$ cat config.mk
export PLATFORM = sky130hd
export DESIGN_NAME = rcb_regs
export DESIGN_NICKNAME = d
export VERILOG_FILES = /design/src/rtl/rcb_pkg.sv /design/src/rtl/rcb_regs.sv
export SDC_FILE = /design/constraint.sdc
export NUM_CORES = 1
export LEC_CHECK = 0
export BUFFER_PORTS_ARGS = -buffer_cell sky130_fd_sc_hd__buf_4
export CAP_MARGIN = 20
export CORE_UTILIZATION = 40
export DETAILED_ROUTE_END_ITERATION = 12
export PLACE_DENSITY_LB_ADDON = 0.1
export REMOVE_ABC_BUFFERS = 1
export SKIP_LAST_GASP = 1
export SYNTH_ARGS = -nofsm -noshare
export SYNTH_HDL_FRONTEND = slang
export SYNTH_SLANG_ARGS = --single-unit
$ cat constraint.sdc
create_clock -name clk -period 2.2 [get_ports clk]
set_input_delay 0 -clock clk [delete_from_list [all_inputs] [get_ports clk]]
set_output_delay 0 -clock clk [all_outputs]
set_load 0.03 [all_outputs]
$ cat src/rtl/rcb_pkg.sv
// Shared constants, register codes and types for the RGB 3x3 convolution blur.
// No dependencies; every other file of the block imports this package.
`default_nettype none

package rcb_pkg;

  localparam int MAX_COLS_DEF   = 1024;
  localparam int COEF_FRAC_DEF  = 12;

  localparam int CHAN_W     = 8;
  localparam int PIX_W      = 3 * CHAN_W;
  localparam int COEF_W     = 16;
  localparam int KERNEL_W   = 3 * COEF_W;
  localparam int COLS_CFG_W = 11;
  localparam int ROWS_W     = 16;
  localparam int CNT_W      = 26;

  localparam int APB_ADDR_W = 6;
  localparam int APB_DATA_W = 64;
  localparam int REG_IDX_W  = 3;

  typedef enum logic [REG_IDX_W-1:0] {
    REG_IMAGE_COLS    = 3'd0,
    REG_IMAGE_ROWS    = 3'd1,
    REG_KERNEL_TOP    = 3'd2,
    REG_KERNEL_MIDDLE = 3'd3,
    REG_KERNEL_BOTTOM = 3'd4
  } reg_index_t;

  localparam logic [COLS_CFG_W-1:0] IMAGE_COLS_RESET = 11'd640;
  localparam logic [ROWS_W-1:0]     IMAGE_ROWS_RESET = 16'd480;
  // 455 in every Q4.12 position, roughly 1/9
  localparam logic [KERNEL_W-1:0]   KERNEL_RESET     = 48'd1954239939015;

  typedef logic [PIX_W-1:0] pixel_t;
  // index [row][col], row 0 is the row above, col 0 the left column
  typedef pixel_t [2:0][2:0] window_t;

  typedef struct packed {
    logic [COLS_CFG_W-1:0]        image_cols;
    logic [ROWS_W-1:0]            image_rows;
    logic [2:0][KERNEL_W-1:0]     kernel;
  } cfg_t;

  typedef struct packed {
    logic emit;
    logic border;
    logic frame_end;
  } item_tag_t;

endpackage

`default_nettype wire

$ cat src/rtl/rcb_regs.sv
// APB configuration registers: frame size and the three kernel rows.
// Depends on rcb_pkg.
`default_nettype none

module rcb_regs (
  input  logic                            clk,
  input  logic                            rst,
  input  logic                            psel,
  input  logic                            penable,
  input  logic                            pwrite,
  input  logic [rcb_pkg::APB_ADDR_W-1:0]  paddr,
  input  logic [rcb_pkg::APB_DATA_W-1:0]  pwdata,
  output logic [rcb_pkg::APB_DATA_W-1:0]  prdata,
  output logic                            pready,
  output rcb_pkg::cfg_t                   cfg,
  output logic                            dim_write
);
  import rcb_pkg::*;

  logic       wr;
  reg_index_t idx;

  assign pready = 1'b1;
  assign wr     = psel && penable && pwrite && pready;
  assign idx    = reg_index_t'(paddr[APB_ADDR_W-1:APB_ADDR_W-REG_IDX_W]);

  // frame size changes force the output position to be recomputed
  assign dim_write = wr && (idx == REG_IMAGE_COLS || idx == REG_IMAGE_ROWS);

  always_ff @(posedge clk) begin
    if (rst) begin
      cfg.image_cols <= IMAGE_COLS_RESET;
      cfg.image_rows <= IMAGE_ROWS_RESET;
      cfg.kernel[0]  <= KERNEL_RESET;
      cfg.kernel[1]  <= KERNEL_RESET;
      cfg.kernel[2]  <= KERNEL_RESET;
    end else if (wr) begin
      case (idx)
        REG_IMAGE_COLS:    cfg.image_cols <= pwdata[COLS_CFG_W-1:0];
        REG_IMAGE_ROWS:    cfg.image_rows <= pwdata[ROWS_W-1:0];
        REG_KERNEL_TOP:    cfg.kernel[0]  <= pwdata[KERNEL_W-1:0];
        REG_KERNEL_MIDDLE: cfg.kernel[1]  <= pwdata[KERNEL_W-1:0];
        REG_KERNEL_BOTTOM: cfg.kernel[2]  <= pwdata[KERNEL_W-1:0];
        default: ;
      endcase
    end
  end

  always_comb begin
    case (idx)
      REG_IMAGE_COLS:    prdata = APB_DATA_W'(cfg.image_cols);
      REG_IMAGE_ROWS:    prdata = APB_DATA_W'(cfg.image_rows);
      REG_KERNEL_TOP:    prdata = APB_DATA_W'(cfg.kernel[0]);
      REG_KERNEL_MIDDLE: prdata = APB_DATA_W'(cfg.kernel[1]);
      REG_KERNEL_BOTTOM: prdata = APB_DATA_W'(cfg.kernel[2]);
      default:           prdata = '0;
    endcase
  end

endmodule

`default_nettype wire

==> impl_results.md <==
* Die area at a little over 0.02 mm^2
* Die Height at about 140 um
* Crit end category: output port
* CP required at 2.20 ns
* NetSw at between 1.5 and 2 mW
* Root Driver: clkbuf_16
* Die X at 143 um
* Most common cell in the netlist: mux2i_1
* Status: completed
* Post-synth top area share at 0.429
* Port Buffer Count at roughly 280
* Core box area at 0.0195 mm^2
* Met2 Track Usage GR at 0.382
* Clock Latency Late Sink at 0.41 ns
* Top Registers: cfg x171
* Synth Area per Inst at 9.54 um^2
* Clk pwr share at 0.453
* P&R area growth vs syn at 42.3%
* Worst IR Drop VDD at 504 uV
* Synth warn at 0
* Layout Cells excl Fill at 1406
* Comb power frac at 0.107
* DP HPWL at 15400 um
* Hold WS at 0.102 ns
* Post-detailed-routing wire length at approximately 23000 um
* CP Class: in2out
* Post-DR wirelength/cell at 16.7 um
* DRT Pass-1 Iters at 4
* PwrDens at 628 mW/mm^2
* Global-route wire length before repair at 35800 um
* Reg clk slew, reported paths at 0.06 ns
* FF+latch area at 0.00342 mm^2
* Sequential share of the synthesized area at 0.429
* DR vias at 6847
* Clock skew at 0 ns
* Max-Cap Viols at 0
* Crit path DAT at 1.56 ns
* Post-CTS sizing at 0
* Post-synth top cells: 194 x mux2i_1, 171 x dfxtp_1, 132 x nand2b_1
* Worst slew pin tran at 0.686 ns
* Num rows at 51
* M1 GR Usage at 0.288
* Switching Fraction at 0.233
* Max-slew headroom at 0.543
* CTS hold repair buffers at 48
* Initial DRC count at 309
* EDFF count, synth at 0
* Gr usage total at 0.227
* Worst min path class: in2reg
* Grt peak-use layer: met2
* GPL Wtd Cong at around 0.75
* Synthesized cell area at 0.00798 mm^2
* Initial core utilization at 0.409
* Largest Register: cfg
* RSZ-0062 raised after global routing: false
* Final net count at 1203
* Via/cell ratio at ~4.9
* Cell leakage power at about 5.4 nW
* Max Freq at 642 MHz
* Cell variety after synth at 25
* Area contributors post-synth: dfxtp_1 43%, mux2i_1 24%, nand2b_1 10%
* Part of the power in registers at 0.440
* Most used DFF post-synth: dfxtp_1
* CP Max Fanout at 37
* Via count of the first global-routing pass at 6551
* # setup viols final at 0
* CTS tree: done
* Remaining DRCs at 0
* Util after Layout at 0.582
* Total setup buffers inserted after CTS at 0
* H-Tree Depth at 4
* Post-synth ARST share at 0
* Ports at 312
* CTS Sinks at 171
* Internal at 5.47 mW
* Max-slew violations at 0
* CP startpoint kind: input port
* #FFs+latches synth at between 150 and 200
* Post-route clock period utilization at 0.709
* Cell accounting for the most synthesized area: dfxtp_1
* Multi-input gate area at 0.00419 mm^2
* Fin crit period at 1.56 ns
* Remaining antenna violation count at 0
* GR Overflow Total at 0
* Largest net degree at the start of global routing at 101
* Synth Instances at around 840
* Max FFs per register at 171
* CTS max path bufs at 2
* N_diodes at 0
* Fillcell total at 1787
* CTS Buf Count at 17
* Share of layout cells above drive strength 1 at 0.298
* Initial antenna violation count at 0
* Dpl cells at 1326
* M3 GR Usage at 0.0590
* Endpoints failing hold at 0
## worst max-delay path, stage by stage
cell,delay [ns]
buf_4,0.39
nand2b_2,0.36
buf_4,0.35
o21ai_0,0.23
buf_4,0.20
## layout by cell type (no fill, tap or decap), types with 7 or more instances in the layout
| master | netlist | routed |
|---|---|---|
| buf_4 | 28 | 285 |
| mux2i_1 | 194 | 194 |
| dfxtp_1 | 171 | 171 |
| nand2b_1 | 132 | 131 |
| nor2_1 | 83 | 83 |
| o21ai_0 | 56 | 56 |
| dlygate4sd3_1 | 0 | 48 |
| nand2_1 | 33 | 33 |
| a22oi_1 | 27 | 27 |
| conb_1 | 2 | 17 |
| clkbuf_16 | 0 | 17 |
| o22ai_1 | 16 | 16 |
| nor2b_1 | 14 | 14 |
| mux2_2 | 11 | 11 |
| buf_12 | 0 | 7 |
## final cells by class
cell class              count  area share
clock buffers              22      0.0426
clock inverters            10      0.0142
multi-input cells         597       0.369
flip-flops and latches    171       0.301
well taps                 265      0.0292
repair buffers            341       0.244
## worst paths after layout
| kind | startpoint | endpoint | slack (ns) | depth (start not counted) |
|---|---|---|---|---|
| worst max-delay path | paddr[4] | prdata[38] | 0.64 | 5 |
| worst min-delay path | rst | cfg[166] | 0.10 | 2 |
| worst max register to register | cfg[154] | cfg[154] | 1.40 | 3 |
| worst min register to register | cfg[25] | cfg[25] | 0.49 | 2 |
## cells by family after synthesis
group,after synthesis,share of synthesized area
AND/OR/NAND/NOR,272,0.179
multiplexers,205,0.259
flip-flops,171,0.429
AO/OA/AOI/OAI,103,0.0762
buffers and inverters,84,0.0563
other,2,0.000941
## metrics by stage
step	setup WS [ns]	instance area, um^2	total power [mW]	setup TNS [ns]
2_1_floorplan	-3.30	7590	3.56	-216.21
3_3_place_gp	0.538	10200	3.90	0
4_1_cts	0.637	11400	7.21	0
5_1_grt	0.506	11400	7.39	0
6_report	0.641	11400	7.13	0
3_5_place_dp	0.519	10200	3.90	0
## power groups by stage
stage          combinational [mW]  clock, mW  sequential, mW
2_1_floorplan               0.306          0            3.25
3_3_place_gp                0.695          0            3.21
3_5_place_dp                0.696          0            3.21
4_1_cts                     0.767       3.30            3.14
5_1_grt                     0.818       3.43            3.14
6_report                    0.766       3.23            3.14
## metal layers
layer,routed length [um],up-vias
met4,131,0
met3,1570,10
met5,0,-
met2,11100,200
met1,10700,3234
li1,-,3403
Power figures use the tool's default switching activity.
