--- src/rtl/rcb_pkg.sv ---
// Shared constants, register codes and types for the RGB 3x3 convolution blur.
// No dependencies; every other file of the block imports this package.
`default_nettype none

package rcb_pkg;

  localparam int MAX_COLS_DEF   = 1024;
  localparam int COEF_FRAC_DEF  = 12;

  localparam int CHAN_W     = 8;
  localparam int PIX_W      = 3 * CHAN_W;
  localparam int COEF_W     = 16;
  localparam int KERNEL_W   = 3 * COEF_W;
  localparam int COLS_CFG_W = 11;
  localparam int ROWS_W     = 16;
  localparam int CNT_W      = 26;

  localparam int APB_ADDR_W = 6;
  localparam int APB_DATA_W = 64;
  localparam int REG_IDX_W  = 3;

  typedef enum logic [REG_IDX_W-1:0] {
    REG_IMAGE_COLS    = 3'd0,
    REG_IMAGE_ROWS    = 3'd1,
    REG_KERNEL_TOP    = 3'd2,
    REG_KERNEL_MIDDLE = 3'd3,
    REG_KERNEL_BOTTOM = 3'd4
  } reg_index_t;

  localparam logic [COLS_CFG_W-1:0] IMAGE_COLS_RESET = 11'd640;
  localparam logic [ROWS_W-1:0]     IMAGE_ROWS_RESET = 16'd480;
  // 455 in every Q4.12 position, roughly 1/9
  localparam logic [KERNEL_W-1:0]   KERNEL_RESET     = 48'd1954239939015;

  typedef logic [PIX_W-1:0] pixel_t;
  // index [row][col], row 0 is the row above, col 0 the left column
  typedef pixel_t [2:0][2:0] window_t;

  typedef struct packed {
    logic [COLS_CFG_W-1:0]        image_cols;
    logic [ROWS_W-1:0]            image_rows;
    logic [2:0][KERNEL_W-1:0]     kernel;
  } cfg_t;

  typedef struct packed {
    logic emit;
    logic border;
    logic frame_end;
  } item_tag_t;

endpackage

`default_nettype wire

--- src/rtl/rcb_ctrl.sv ---
// Raster position counters, output position tracking and border/frame end tags.
// A small sequencer recomputes the output row and column after reset and after a frame size write.
// Depends on rcb_pkg.
`default_nettype none

module rcb_ctrl #(
  parameter int MAX_COLS = rcb_pkg::MAX_COLS_DEF
) (
  input  logic                          clk,
  input  logic                          rst,
  input  rcb_pkg::cfg_t                 cfg,
  input  logic                          dim_write,
  input  logic                          accept,
  output logic                          ready,
  output rcb_pkg::item_tag_t            tag,
  output logic [$clog2(MAX_COLS)-1:0]   col
);
  import rcb_pkg::*;

  localparam int ADDR_W = $clog2(MAX_COLS);
  localparam int COLS_W = $clog2(MAX_COLS + 1);
  localparam int PROD_W = ROWS_W + COLS_W;
  localparam int CMP_W  = (PROD_W > CNT_W) ? PROD_W : CNT_W;
  localparam int STEP_W = $clog2(CNT_W);

  typedef enum logic [3:0] {
    ST_IDLE = 4'b0001,
    ST_LOAD = 4'b0010,
    ST_DIV  = 4'b0100,
    ST_DONE = 4'b1000
  } recalc_state_t;

  recalc_state_t state;

  logic [COLS_W-1:0] cols;
  logic [ROWS_W-1:0] rows;
  logic [PROD_W-1:0] prod;
  logic [PROD_W-1:0] last;

  logic [ADDR_W-1:0] in_col;
  logic [ROWS_W-1:0] in_row;
  logic [CNT_W-1:0]  count;
  logic [CNT_W-1:0]  orow;
  logic [ADDR_W-1:0] ocol;

  logic [COLS_W-1:0] rem;
  logic [CNT_W-1:0]  quo;
  logic [STEP_W-1:0] step;
  logic [COLS_W:0]   rem_sh;
  logic              rem_ge;

  logic              emit;
  logic              col_wrap;
  logic              fend;
  logic              border;
  logic [CNT_W-1:0]  count_inc;
  logic              ocol_wrap;

  // clamp the frame size registers to the supported range
  always_comb begin
    if (cfg.image_cols < COLS_CFG_W'(3)) begin
      cols = COLS_W'(3);
    end else if (32'(cfg.image_cols) > 32'(MAX_COLS)) begin
      cols = COLS_W'(MAX_COLS);
    end else begin
      cols = COLS_W'(cfg.image_cols);
    end
    rows = (cfg.image_rows < ROWS_W'(3)) ? ROWS_W'(3) : cfg.image_rows;
  end

  assign prod = PROD_W'(rows) * PROD_W'(cols);

  always_ff @(posedge clk) begin
    last <= prod - PROD_W'(1);
  end

  assign emit      = (in_row >= ROWS_W'(2)) || (in_row == ROWS_W'(1) && in_col != '0);
  assign col_wrap  = (COLS_W'(in_col) + COLS_W'(1)) >= cols;
  assign fend      = CMP_W'(count) >= CMP_W'(last);
  assign border    = (orow == '0) || (orow >= CNT_W'(rows - ROWS_W'(1))) ||
                     (ocol == '0) || (COLS_W'(ocol) == cols - COLS_W'(1));
  assign count_inc = count + CNT_W'(1);
  assign ocol_wrap = (COLS_W'(ocol) + COLS_W'(1)) == cols;

  assign tag.emit      = emit;
  assign tag.border    = border;
  assign tag.frame_end = fend;
  assign col           = in_col;
  assign ready         = (state == ST_IDLE);

  // one restoring division step: remainder gets the next dividend bit
  assign rem_sh = {rem, quo[CNT_W-1]};
  assign rem_ge = rem_sh >= (COLS_W + 1)'(cols);

  always_ff @(posedge clk) begin
    if (rst) begin
      state <= ST_LOAD;
    end else if (dim_write) begin
      state <= ST_LOAD;
    end else begin
      case (state)
        ST_IDLE: state <= ST_IDLE;
        ST_LOAD: state <= ST_DIV;
        ST_DIV:  state <= (step == STEP_W'(CNT_W - 1)) ? ST_DONE : ST_DIV;
        ST_DONE: state <= ST_IDLE;
        default: state <= ST_LOAD;
      endcase
    end
  end

  always_ff @(posedge clk) begin
    case (state)
      ST_LOAD: begin
        rem  <= '0;
        quo  <= count;
        step <= '0;
      end
      ST_DIV: begin
        rem  <= rem_ge ? COLS_W'(rem_sh - (COLS_W + 1)'(cols)) : rem_sh[COLS_W-1:0];
        quo  <= {quo[CNT_W-2:0], rem_ge};
        step <= step + STEP_W'(1);
      end
      default: ;
    endcase
  end

  always_ff @(posedge clk) begin
    if (rst) begin
      in_col <= '0;
      in_row <= '0;
      count  <= '0;
      orow   <= '0;
      ocol   <= '0;
    end else if (accept) begin
      if (col_wrap) begin
        in_col <= '0;
        if (in_row < rows) begin
          in_row <= in_row + ROWS_W'(1);
        end
      end else begin
        in_col <= in_col + ADDR_W'(1);
      end
      if (emit) begin
        if (fend) begin
          in_col <= '0;
          in_row <= '0;
          count  <= '0;
          orow   <= '0;
          ocol   <= '0;
        end else begin
          count <= count_inc;
          if (count_inc == '0) begin
            orow <= '0;
            ocol <= '0;
          end else if (ocol_wrap) begin
            orow <= orow + CNT_W'(1);
            ocol <= '0;
          end else begin
            ocol <= ocol + ADDR_W'(1);
          end
        end
      end
    end else if (state == ST_DONE) begin
      orow <= quo;
      ocol <= ADDR_W'(rem);
    end
  end

endmodule

`default_nettype wire

--- config.mk ---
export PLATFORM = sky130hd
export DESIGN_NAME = rcb_ctrl
export DESIGN_NICKNAME = d
export VERILOG_FILES = /design/src/rtl/rcb_pkg.sv /design/src/rtl/rcb_ctrl.sv
export SDC_FILE = /design/constraint.sdc
export NUM_CORES = 1
export LEC_CHECK = 0
export BUFFER_PORTS_ARGS = -buffer_cell sky130_fd_sc_hd__buf_2
export CORE_MARGIN = 2
export CORE_UTILIZATION = 31
export DETAILED_ROUTE_END_ITERATION = 16
export GPL_TIMING_DRIVEN = 0
export SLEW_MARGIN = 40
export SYNTH_ARGS = -nofsm -noshare
export SYNTH_HDL_FRONTEND = slang
export SYNTH_SLANG_ARGS = --single-unit
--- constraint.sdc ---
create_clock -name clk -period 10.6 [get_ports clk]
set_input_delay 2.12 -clock clk [delete_from_list [all_inputs] [get_ports clk]]
set_output_delay 2.12 -clock clk [all_outputs]
set_load 0.01 [all_outputs]
==> impl_metrics.tcl <==
set metrics [dict create \
    status "finished, final reports clean" \
    max_cap_viol_count 0 \
    power.total_mw 3.00 \
    drive_above_1_share_pct 5.29 \
    die_area_um2 57800 \
    synth.avg_cell_area_um2 8.11 \
    synth_simple_gate_area_share_pct 21.4 \
    worstHoldPathType "flip-flop to flip-flop" \
    wl_met1_um 24300 \
    grt_pass1_wl_um 87900 \
    synthArstFlopShare_pct 0 \
    finalHoldViolCount 0 \
    dr_wl_met2_um 25400 \
    core_area_um2 55200 \
    nNetsFinal 2682 \
    postRouteAntennaNets 0 \
    grt.total_usage_pct 19.8 \
    min_period_over_period_pct 88.5 \
    antenna_found_initial 3 \
    fmax_mhz 107 \
    initial_utilization_pct 31.4 \
    path_clk_slew_ns 0.08 \
    vias 16000 \
    postCtsSetupBuffers 0 \
    post-route-min-period_ns 9.38 \
    finClkSkew_ns 0.0161 \
    ff_latch_area_um2 3640 \
    grt_max_degree 28 \
    diodes 0 \
    die_w_um 240 \
    post-dp-hpwl_um 44400 \
    synth_mux_area_share_pct 0.881 \
    gp_congestion 0.904 \
    critPathKind "primary input to flip-flop" \
    cp.required_ns 10.92 \
    synth_top_area_cell "fa_1" \
    cts.path.max_buffers 2 \
    cts_resized 0 \
    drc 0 \
    yosys.area_share.adder_pct 28.1 \
    synth.area.top_cells "fa_1 (15%), dfxtp_1 (14%), ha_1 (13%), edfxtp_1 (7.3%), nand2_1 (6.3%)" \
    synth_compound_area_share_pct 14.6 \
    end_kind "flip-flop" \
    area_growth_pct 10.5 \
    die_h_um 240 \
    io_pins 189 \
    grt_pass1_vias 15600 \
    rsz0062_at_grt "no" \
    fillCellCount 5763 \
    gr-total-overflow 0 \
    synth.top_cell.area_share_pct 15.5 \
    wirelength_um 56200 \
    irDropWorstVdd_mv 0.173 \
    slew_violations 0 \
    h-tree-depth 4 \
    crit_top_cell "fa_1" \
    cts_inserted_buffers 17 \
    setup-violations-final 0 \
    yosysMostFrequentCell "nand2_1" \
    tightest_slew_ns 0.878 \
    rows 86 \
    synth_xor_area_share_pct 5.11 \
    portBuffers 41 \
    synthTopCellsByCount "nand2_1 (291), inv_1 (281), ha_1 (175), nor2_1 (150), fa_1 (134)" \
    cp_max_fo 11 \
    cts_tree "built" \
    path_delay_family "adder cells" \
    synth_top_family_by_area "adder cells" \
    hold-worst-slack_ns 0.528 \
    initialDrtViolationCount 1392 \
    synth_area_um2 17300 \
    critPathArrivalTime_ns 9.71 \
    met3WireLength_um 4640 \
    synth_nets 2621 \
    synth_edf_count 42 \
    synthFlopType "dfxtp_1" \
    tns_ns 0 \
    top_layer "met5" \
    viasPerCell 5.42 \
    crit_slowest_cell "fa_1" \
    postPlaceCellArea_um2 18500 \
    power.leakage_nw 8.32 \
    fin_area_um2 19100 \
    seq_area_frac_synth_pct 21.0 \
    cts_sinks 161 \
    clkLatencyLatePin_ns 0.47 \
    worst_path_largest_cell_delay_ns 0.62 \
    multi_input_area_um2 12200 \
    routedWlPerCell_um 19.0 \
    pwr_density_cell_nw_per_um2 157 \
    cp-start-kind "primary input" \
    worstPathCellList "buf_2 > clkbuf_1 > clkbuf_1 > nor2b_1 > inv_1 > buf_1 > nor2_1 > fa_1 > fa_1 > fa_1 > fa_1 > inv_1 > fa_1 > inv_1 > ha_1 > o221ai_1 > a2111oi_0 > nor2_1 > a311oi_1 > nor2_1 > nand2_1 > a31oi_1 > xnor2_1" \
    yosysWarnings 0 \
    synth_seq_cells 161 \
    cts_hold_buffers 0 \
    synth_cell_types 78 \
    drt-pass1-iter-count 5 \
    cts_root_buffer "clkbuf_16" \
    syn_inst 2137 \
    slew-limit-headroom_pct 41.4 \
    crit_buf_inv 7 \
]
==> report_power, final <==
group | leakage (nW) | internal, mW | switching, mW | total [mW]
logic | 6.59 | 0.610 | 0.967 | 1.58
clock network | 0.297 | 0.359 | 0.318 | 0.677
registers | 1.43 | 0.716 | 0.0339 | 0.750
==> layout make-up <==
type                       instances  area share [%]
tap                              748            4.89
clock inverter                    15            1.03
timing repair buffer              42            1.18
clock buffer                      17            2.22
buffer                           108            2.42
multi-input combinational       1582            63.6
sequential                       161            19.0
inverter                         286            5.61
==> cell families after synthesis <==
group           count (synthesis)
simple gates                  767
buf+inv                       394
compound gates                390
fa+ha+maj                     309
flops                         161
xor+xnor                      101
mux                            15
==> worst reg2reg max path, delay by kind of cell, from the launching register on <==
kind                       cells  cell delay [ns]
DFF                            1             0.42
buffers and inverters          4             1.57
adders and majority gates      1             0.21
AOI/OAI and AO/OA              3             1.20
and+or+nand+nor                4             0.81
==> registers in the layout, summed over array words and instances, names as in the netlist <==
signal,cells
count,26
quo,26
col,10
last,27
orow,26
step,5
in_row,16
ocol,10
state,4
rem,11
==> layer usage <==
metal,up-vias,GRT usage [%]
li1,7407,-
met1,7791,26.5
met2,712,31.4
met3,113,3.87
met4,2,7.74
met5,-,0
==> worst paths after layout <==
path                            startpoint  endpoint  slack [ns]  cells after the start
worst min register to register    state[2]  state[0]        0.53                      1
worst min-delay path              state[2]  state[0]        0.53                      1
worst max register to register   in_row[0]   ocol[5]        6.32                     12
worst max-delay path              cfg[170]  last[25]        1.22                     23
==> through the flow <==
| stage | setup slack [ns] | instances | util, % |
|---|---|---|---|
| after floorplan | 2.58 | 2137 | - |
| after global placement | 0.933 | 2926 | 33.4 |
| after detailed placement | 0.822 | 2927 | 33.5 |
| after CTS | 1.29 | 2959 | 34.7 |
| after global routing | 0.754 | 2959 | 34.7 |
| final | 1.22 | 2959 | 34.7 |
==> cell usage in the layout (no fill, tap or decap), types with 71 or more instances in the layout <==
cell type and n:
o21ai_0 83, dfxtp_1 119, clkbuf_1 83, xnor2_1 74, nand2_1 291, a21oi_1 106, ha_1 175, nand3_1 71
nor2_1 149, inv_1 281, fa_1 134
Note: power is estimated with default switching activity, not from simulation.
